$ cat config.mk
export PLATFORM = sky130hd
export DESIGN_NAME = uuid_text_parser_top
export DESIGN_NICKNAME = d
export VERILOG_FILES = /design/src/sv/uuidp_pkg.sv /design/src/sv/uuidp_char_dec.sv /design/src/sv/uuidp_accum.sv /design/src/sv/uuid_text_parser_top.sv
export SDC_FILE = /design/constraint.sdc
export NUM_CORES = 1
export LEC_CHECK = 0
export ABC_AREA = 1
export BUFFER_PORTS_ARGS = -buffer_cell sky130_fd_sc_hd__buf_2
export CELL_PAD_IN_SITES_DETAIL_PLACEMENT = 0
export CELL_PAD_IN_SITES_GLOBAL_PLACEMENT = 2
export CORE_ASPECT_RATIO = 1.4
export CORE_MARGIN = 4
export CORE_UTILIZATION = 31
export DETAILED_ROUTE_END_ITERATION = 8
export PLACE_DENSITY = 0.75
export SYNTH_ARGS = -nofsm -noshare
export SYNTH_HDL_FRONTEND = slang
export SYNTH_SLANG_ARGS = --single-unit
$ cat constraint.sdc
create_clock -name aclk -period 6.8 [get_ports aclk]
set_input_delay 1.02 -clock aclk [delete_from_list [all_inputs] [get_ports aclk]]
set_output_delay 1.02 -clock aclk [all_outputs]
set_load 0.005 [all_outputs]
$ cat src/sv/uuidp_pkg.sv
package uuidp_pkg;

    localparam int unsigned TEXT_LEN = 36;
    localparam logic [5:0] POS_LAST = 6'(TEXT_LEN - 1);
    localparam logic [5:0] POS_MAX = 6'd63;
    localparam logic [7:0] CHAR_HYPHEN = 8'h2D;
    localparam logic [7:0] VARIANT_MASK = 8'hC0;
    localparam logic [7:0] VARIANT_RFC = 8'h80;
    localparam logic [3:0] HEX_ALPHA_OFS = 4'd9;

    localparam logic [1:0] STATUS_OK = 2'd0;
    localparam logic [1:0] STATUS_FORM = 2'd1;
    localparam logic [1:0] STATUS_DIGIT = 2'd2;
    localparam logic [1:0] STATUS_INVALID = 2'd3;

    typedef struct packed {
        logic [7:0] char_code;
        logic       last;
    } in_item_t;

    typedef struct packed {
        logic [63:0] uuid_high;
        logic [63:0] uuid_low;
        logic [3:0]  version_nibble;
        logic [1:0]  status;
    } out_item_t;

    typedef struct packed {
        logic       past_end;
        logic       hyphen_slot;
        logic       is_hyphen;
        logic       is_hex;
        logic [3:0] nibble;
        logic       low_nibble;
    } char_class_t;

    function automatic logic is_hyphen_slot(input logic [5:0] pos);
        return (pos == 6'd8) || (pos == 6'd13) || (pos == 6'd18) || (pos == 6'd23);
    endfunction

    // Second digit of a byte: parity of the digit index, adjusted per group.
    function automatic logic is_low_nibble(input logic [5:0] pos);
        logic r;
        begin
            if (pos < 6'd8) begin
                r = pos[0];
            end else if (pos < 6'd13) begin
                r = ~pos[0];
            end else if (pos < 6'd18) begin
                r = pos[0];
            end else if (pos < 6'd23) begin
                r = ~pos[0];
            end else begin
                r = pos[0];
            end
            return r;
        end
    endfunction

endpackage

$ cat src/sv/uuidp_char_dec.sv
module uuidp_char_dec (
    input  logic [7:0]                char_code,
    input  logic [5:0]                pos,
    output uuidp_pkg::char_class_t    cls
);

    always_comb begin
        cls.past_end    = (pos >= 6'(uuidp_pkg::TEXT_LEN));
        cls.hyphen_slot = uuidp_pkg::is_hyphen_slot(pos);
        cls.is_hyphen   = (char_code == uuidp_pkg::CHAR_HYPHEN);
        cls.low_nibble  = uuidp_pkg::is_low_nibble(pos);
        if (char_code inside {[8'h30:8'h39]}) begin
            cls.is_hex = 1'b1;
            cls.nibble = char_code[3:0];
        end else if (char_code inside {[8'h61:8'h66], [8'h41:8'h46]}) begin
            cls.is_hex = 1'b1;
            cls.nibble = char_code[3:0] + uuidp_pkg::HEX_ALPHA_OFS;
        end else begin
            cls.is_hex = 1'b0;
            cls.nibble = 4'd0;
        end
    end

endmodule

$ cat src/sv/uuidp_accum.sv
module uuidp_accum (
    input  logic                   aclk,
    input  logic                   aresetn,
    input  logic                   accept,
    input  logic                   last,
    input  uuidp_pkg::char_class_t cls,
    output logic [5:0]             pos,
    output uuidp_pkg::out_item_t   result
);

    logic [5:0]  pos_reg, pos_next;
    logic [3:0]  pend_reg, pend_next;
    logic [63:0] hi_reg, hi_next;
    logic [63:0] lo_reg, lo_next;
    logic        form_reg, form_next;
    logic        digit_reg, digit_next;
    logic        nz_reg, nz_next;
    logic        digit_slot;
    logic [3:0]  version;
    logic        ver_ok;
    logic        var_ok;

    assign pos = pos_reg;
    assign digit_slot = !cls.past_end && !cls.hyphen_slot;

    always_comb begin
        pend_next  = pend_reg;
        hi_next    = hi_reg;
        lo_next    = lo_reg;
        pos_next   = (pos_reg == uuidp_pkg::POS_MAX) ? pos_reg : pos_reg + 6'd1;
        form_next  = form_reg || cls.past_end || (cls.hyphen_slot && !cls.is_hyphen)
                     || (last && pos_reg != uuidp_pkg::POS_LAST);
        digit_next = digit_reg || (digit_slot && !cls.is_hex);
        nz_next    = nz_reg || (digit_slot && cls.nibble != 4'd0);
        if (digit_slot) begin
            if (cls.low_nibble) begin
                hi_next   = {hi_reg[55:0], lo_reg[63:56]};
                lo_next   = {lo_reg[55:0], pend_reg, cls.nibble};
                pend_next = 4'd0;
            end else begin
                pend_next = cls.nibble;
            end
        end
    end

    always_comb begin
        version = hi_next[15:12];
        ver_ok  = (version inside {4'd1, [4'd3:4'd8]});
        var_ok  = ((lo_next[63:56] & uuidp_pkg::VARIANT_MASK) == uuidp_pkg::VARIANT_RFC);
        result.uuid_high      = hi_next;
        result.uuid_low       = lo_next;
        result.version_nibble = version;
        if (form_next) begin
            result.status = uuidp_pkg::STATUS_FORM;
        end else if (digit_next) begin
            result.status = uuidp_pkg::STATUS_DIGIT;
        end else if (nz_next && ver_ok && var_ok) begin
            result.status = uuidp_pkg::STATUS_OK;
        end else begin
            result.status = uuidp_pkg::STATUS_INVALID;
        end
        if (form_next || digit_next) begin
            result.uuid_high      = 64'd0;
            result.uuid_low       = 64'd0;
            result.version_nibble = 4'd0;
        end
    end

    always_ff @(posedge aclk) begin
        if (!aresetn || (accept && last)) begin
            pos_reg   <= 6'd0;
            pend_reg  <= 4'd0;
            hi_reg    <= 64'd0;
            lo_reg    <= 64'd0;
            form_reg  <= 1'b0;
            digit_reg <= 1'b0;
            nz_reg    <= 1'b0;
        end else if (accept) begin
            pos_reg   <= pos_next;
            pend_reg  <= pend_next;
            hi_reg    <= hi_next;
            lo_reg    <= lo_next;
            form_reg  <= form_next;
            digit_reg <= digit_next;
            nz_reg    <= nz_next;
        end
    end

    a_clear_after_last: assert property (@(posedge aclk) disable iff (!aresetn)
        accept && last |=> pos_reg == 6'd0 && !form_reg && !digit_reg && !nz_reg)
        else $error("state not cleared after last item");

    a_form_past_end: assert property (@(posedge aclk) disable iff (!aresetn)
        pos_reg > 6'(uuidp_pkg::TEXT_LEN) |-> form_reg)
        else $error("position past end without form error");

endmodule

$ cat src/sv/uuid_text_parser_top.sv
// UUID text parser.
// Input channel s_*: one character per item in s_item.char_code, with
// s_item.last set on the final character of each UUID string.
// Output channel m_*: one result item per string, carrying the 128-bit value
// (uuid_high, uuid_low), the version nibble and a status code
// (0 ok, 1 bad length or hyphen, 2 non-hex digit, 3 nil or bad
// variant/version). Characters without last produce no item.
// Output: the result appears on m_valid in the cycle after the item carrying
// last is accepted. Throughput: one character per cycle while s_ready is
// high; per-character work is a hex decode and a byte shift done between the
// state registers and the result register.
// Stall: while a result waits with m_ready low, s_ready drops; when m_ready
// is high the next character is taken in the same cycle the result leaves.
// Reset (aresetn low, synchronous): position, error flags and the value
// shift register clear and m_valid drops; the parser starts a new string.
module uuid_text_parser_top (
    input  logic                 aclk,
    input  logic                 aresetn,
    input  logic                 s_valid,
    output logic                 s_ready,
    input  uuidp_pkg::in_item_t  s_item,
    output logic                 m_valid,
    input  logic                 m_ready,
    output uuidp_pkg::out_item_t m_item
);

    logic                   accept;
    logic [5:0]             pos;
    uuidp_pkg::char_class_t cls;
    uuidp_pkg::out_item_t   result;
    logic                   m_valid_reg;
    uuidp_pkg::out_item_t   m_item_reg;

    assign s_ready = !m_valid_reg || m_ready;
    assign accept  = s_valid && s_ready;
    assign m_valid = m_valid_reg;
    assign m_item  = m_item_reg;

    uuidp_char_dec u_dec (
        .char_code (s_item.char_code),
        .pos       (pos),
        .cls       (cls)
    );

    uuidp_accum u_acc (
        .aclk    (aclk),
        .aresetn (aresetn),
        .accept  (accept),
        .last    (s_item.last),
        .cls     (cls),
        .pos     (pos),
        .result  (result)
    );

    always_ff @(posedge aclk) begin
        if (!aresetn) begin
            m_valid_reg <= 1'b0;
        end else if (accept && s_item.last) begin
            m_valid_reg <= 1'b1;
        end else if (m_ready) begin
            m_valid_reg <= 1'b0;
        end
    end

    always_ff @(posedge aclk) begin
        if (accept && s_item.last) begin
            m_item_reg <= result;
        end
    end

    a_last_gives_result: assert property (@(posedge aclk) disable iff (!aresetn)
        accept && s_item.last |=> m_valid)
        else $error("no result after last item");

    a_error_zeroes: assert property (@(posedge aclk) disable iff (!aresetn)
        m_valid && (m_item.status == uuidp_pkg::STATUS_FORM
                    || m_item.status == uuidp_pkg::STATUS_DIGIT)
        |-> m_item.uuid_high == 64'd0 && m_item.uuid_low == 64'd0
            && m_item.version_nibble == 4'd0)
        else $error("error result carries a value");

    a_ok_is_valid: assert property (@(posedge aclk) disable iff (!aresetn)
        m_valid && m_item.status == uuidp_pkg::STATUS_OK
        |-> m_item.uuid_low[63:62] == 2'b10 && m_item.version_nibble != 4'd0
            && m_item.version_nibble != 4'd2 && m_item.version_nibble < 4'd9)
        else $error("ok status on invalid variant or version");

endmodule

==> qor.log <==
qor: global_route.global_route.overflow_total 0
qor: layout.flip_flop_count_of_the_largest_register_after_layout 130
qor: global_route.grt_pass1_wl 50.8 mm
qor: logic_synthesis.mapped_area 0.0122 mm^2
qor: logic_synthesis.synth_area_leaders sky130_fd_sc_hd__edfxtp_1, sky130_fd_sc_hd__dfxtp_1, sky130_fd_sc_hd__nand2_1
qor: min_path.worstHoldPathType reg -> reg
qor: clock_tree.post_cts.resized_instances 0
qor: layout.post-route-util 36.9%
qor: pwr.vdd_ir_drop_max 0.000214 V
qor: logic_synthesis.ys_seq_elements 272
qor: status.run_status completed
qor: critical_path.critPathArrivalTime 3690 ps
qor: logic_synthesis.dominantRegCellSynth sky130_fd_sc_hd__dfxtp_1
qor: timing.timing.clock.skew 21.1 ps
qor: timing.totalNegativeSetupSlack 0 ps
qor: logic_synthesis.synth.top_cell.area_share 32.1%
qor: critical_path.criticalPathCategory reg -> reg
qor: place.detailedPlace.worstSlack 3180 ps
qor: clock_tree.clk_path_buf_depth 3
qor: layout.multi_input_area 0.00396 mm^2
qor: clock_tree.hold_buffers 0
qor: timing.report.final.setup_viol 0
qor: layout.areaGrowthSynthToFinish 17.2%
qor: logic_synthesis.synth-edff-count 130
qor: critical_path.timing.critical_path.from_type flop
qor: clock_tree.clk_root_buffer_cell sky130_fd_sc_hd__clkbuf_16
qor: global_route.grt_antenna_before_repair 0
qor: global_route.first_global_vias 9380
qor: route.drt-vias-per-instance 4.36
qor: clock_tree.clk_transition_reported_paths 60 ps
qor: layout.antenna-diode-count 0
qor: logic_synthesis.synth.distinct_cells 33
qor: place.place.detailed.hpwl 19.1 mm
qor: pwr.cellPowerDensity 275 mW/mm^2
qor: timing.fin_ws 3380 ps
qor: run.max_cap_violations 0
qor: pwr.leakagePower 0.00670 uW
qor: route.detail_route.first_pass.iterations 5
qor: die.fp.dieArea 0.0425 mm^2
qor: critical_path.cp_data_required_time 7070 ps
qor: timing.slew-limit-headroom 25.7%
qor: layout.final-seq-area 0.00675 mm^2
qor: timing.finalHoldViolations 0
qor: route.vias 9545
qor: route.dr.first_iter.drc_count 529
qor: logic_synthesis.post_synth_inst_count 1541
qor: timing.timing_worst_slew_pin_value 1110 ps
qor: clock_tree.cts_tree yes
qor: clock_tree.cts_post_setup_buffers_inserted 0
qor: pwr.total_power_consumption 3930 uW
qor: die.die_height 242 um
qor: place.dp.cells 2133
qor: timing.final_min_period_over_clock_period 50.3%
qor: die.die-width 175 um
qor: logic_synthesis.proportion_of_synthesized_chip_area_in_sequential_cells 55.4%
qor: place.gpl.final_weighted_congestion 0.778
qor: route.detail-route-antenna-nets 0
qor: die.rows 85
qor: timing.layout_min_cycle_time 3420 ps
qor: logic_synthesis.yosys.cell_count.top_type sky130_fd_sc_hd__nand2_1
qor: clock_tree.worstSkewPairLatency 560 ps
qor: logic_synthesis.synth_area_per_cell 7.90 um^2
qor: layout.drive_above_1_share 12.9%
qor: layout.design.final.nets 1662
qor: die.core_area 0.0386 mm^2
qor: place.port_buffers 148
qor: layout.layout.filler_cells 4085
qor: logic_synthesis.mappedNetlistNets 1561
qor: timing.rsz0062_at_grt no
qor: route.wirelength 31.5 mm
qor: die.pin_count 149
qor: logic_synthesis.yosysWarnings 0
qor: clock_tree.numClockSinks 272
qor: route.post-route-drc-count 0
qor: logic_synthesis.async_s_r_ff_share_synth 0%
qor: critical_path.end_kind flop
qor: layout.layoutNonFillerInstCount 2187
qor: logic_synthesis.synth_largest_area_cell sky130_fd_sc_hd__edfxtp_1
qor: global_route.gr-usage-all-layers 14.6%
qor: clock_tree.cts_h_tree_depth 1
qor: global_route.grt_max_degree 142
qor: clock_tree.cts-buffers-inserted 29
qor: timing.clock.fmax 0.292 GHz
qor: timing.final_max_slew_viol_count 0
qor: critical_path.crit_fanout 76
qor: route.wl_per_cell 14.4 um
qor: logic_synthesis.synth.top_cells.by_count sky130_fd_sc_hd__nand2_1, sky130_fd_sc_hd__inv_1, sky130_fd_sc_hd__nor2_1
qor: die.start_util 31.5%
-- cells in the final DEF, fill, tap and decap left out, drive strengths merged, types with 10 or more instances in the layout --
| master | count |
|---|---|
| a211o | 10 |
| nor2 | 160 |
| inv | 286 |
| nand2 | 411 |
| o21ai | 136 |
| buf | 158 |
| dfxtp | 142 |
| edfxtp | 130 |
| clkbuf | 41 |
| a21oi | 129 |
| nand3 | 12 |
-- layout make-up --
class | instances | area share (%)
Sequential cell | 272 | 47.3
Multi-Input combinational cell | 896 | 27.8
Inverter | 285 | 7.52
Tap cell | 522 | 4.58
Clock buffer | 41 | 5.75
Timing Repair Buffer | 158 | 5.90
Clock inverter | 13 | 1.18
-- final timing paths --
check	startpoint	end	slack (ps)	cells past startpoint
max	u_acc.pos[0]$_SDFFE_PP0P_	m_item[65]$_SDFFCE_PP0P_	3380	11
min	u_acc.pend_reg[1]$_SDFFE_PP0P_	u_acc.pend_reg[1]$_SDFFE_PP0P_	460	2
max reg2reg	u_acc.pos[0]$_SDFFE_PP0P_	m_item[65]$_SDFFCE_PP0P_	3380	11
min reg2reg	u_acc.pend_reg[1]$_SDFFE_PP0P_	u_acc.pend_reg[1]$_SDFFE_PP0P_	460	2
-- kinds of logic (layout without fill, tap and decap cells) --
group,count (synthesis),in the layout,share of synthesized area [%]
simple gates,600,600,19.1
buf+inv,373,497,12.3
compound gates,288,288,12.4
flops,272,272,55.4
fa+ha+maj,7,7,0.719
xor+xnor,1,1,0.0720
-- worst max-delay path, stage by stage (launching register included) --
cell and delay [ps]:
sky130_fd_sc_hd__dfxtp_1 440, sky130_fd_sc_hd__ha_1 260, sky130_fd_sc_hd__nand3_1 120, sky130_fd_sc_hd__nand3_1 140, sky130_fd_sc_hd__nand2_1 60, sky130_fd_sc_hd__nand2_1 90, sky130_fd_sc_hd__nand2_2 110, sky130_fd_sc_hd__nor2_4 690
sky130_fd_sc_hd__buf_4 730, sky130_fd_sc_hd__nand2_1 190, sky130_fd_sc_hd__o21ai_1 180, sky130_fd_sc_hd__nor2_1 80
-- routing by layer --
metal / global-route usage, % / share of wire, % / vias up / routed length [um]
met3: 1.98 / 4.0 / 33 / 1270
met2: 25.1 / 48 / 181 / 15000
li1: - / - / 4986 / -
met4: 3.60 / 1.8 / 0 / 558
met1: 19.6 / 47 / 4345 / 14700
met5: 0 / 0 / - / 0
-- report_power, final --
group	total (uW)	switching, uW	internal, uW
combinational	441	304	137
sequential	1840	37.4	1800
clock	1650	659	990
-- per-stage QoR --
step / instance area, um^2 / hold WS [ps]
6_report: 14300 / 461
2_1_floorplan: 12200 / 438
3_5_place_dp: 13300 / 453
5_1_grt: 14300 / 485
3_3_place_gp: 13300 / 449
4_1_cts: 14300 / 462
(Power assumes the default switching activity.)
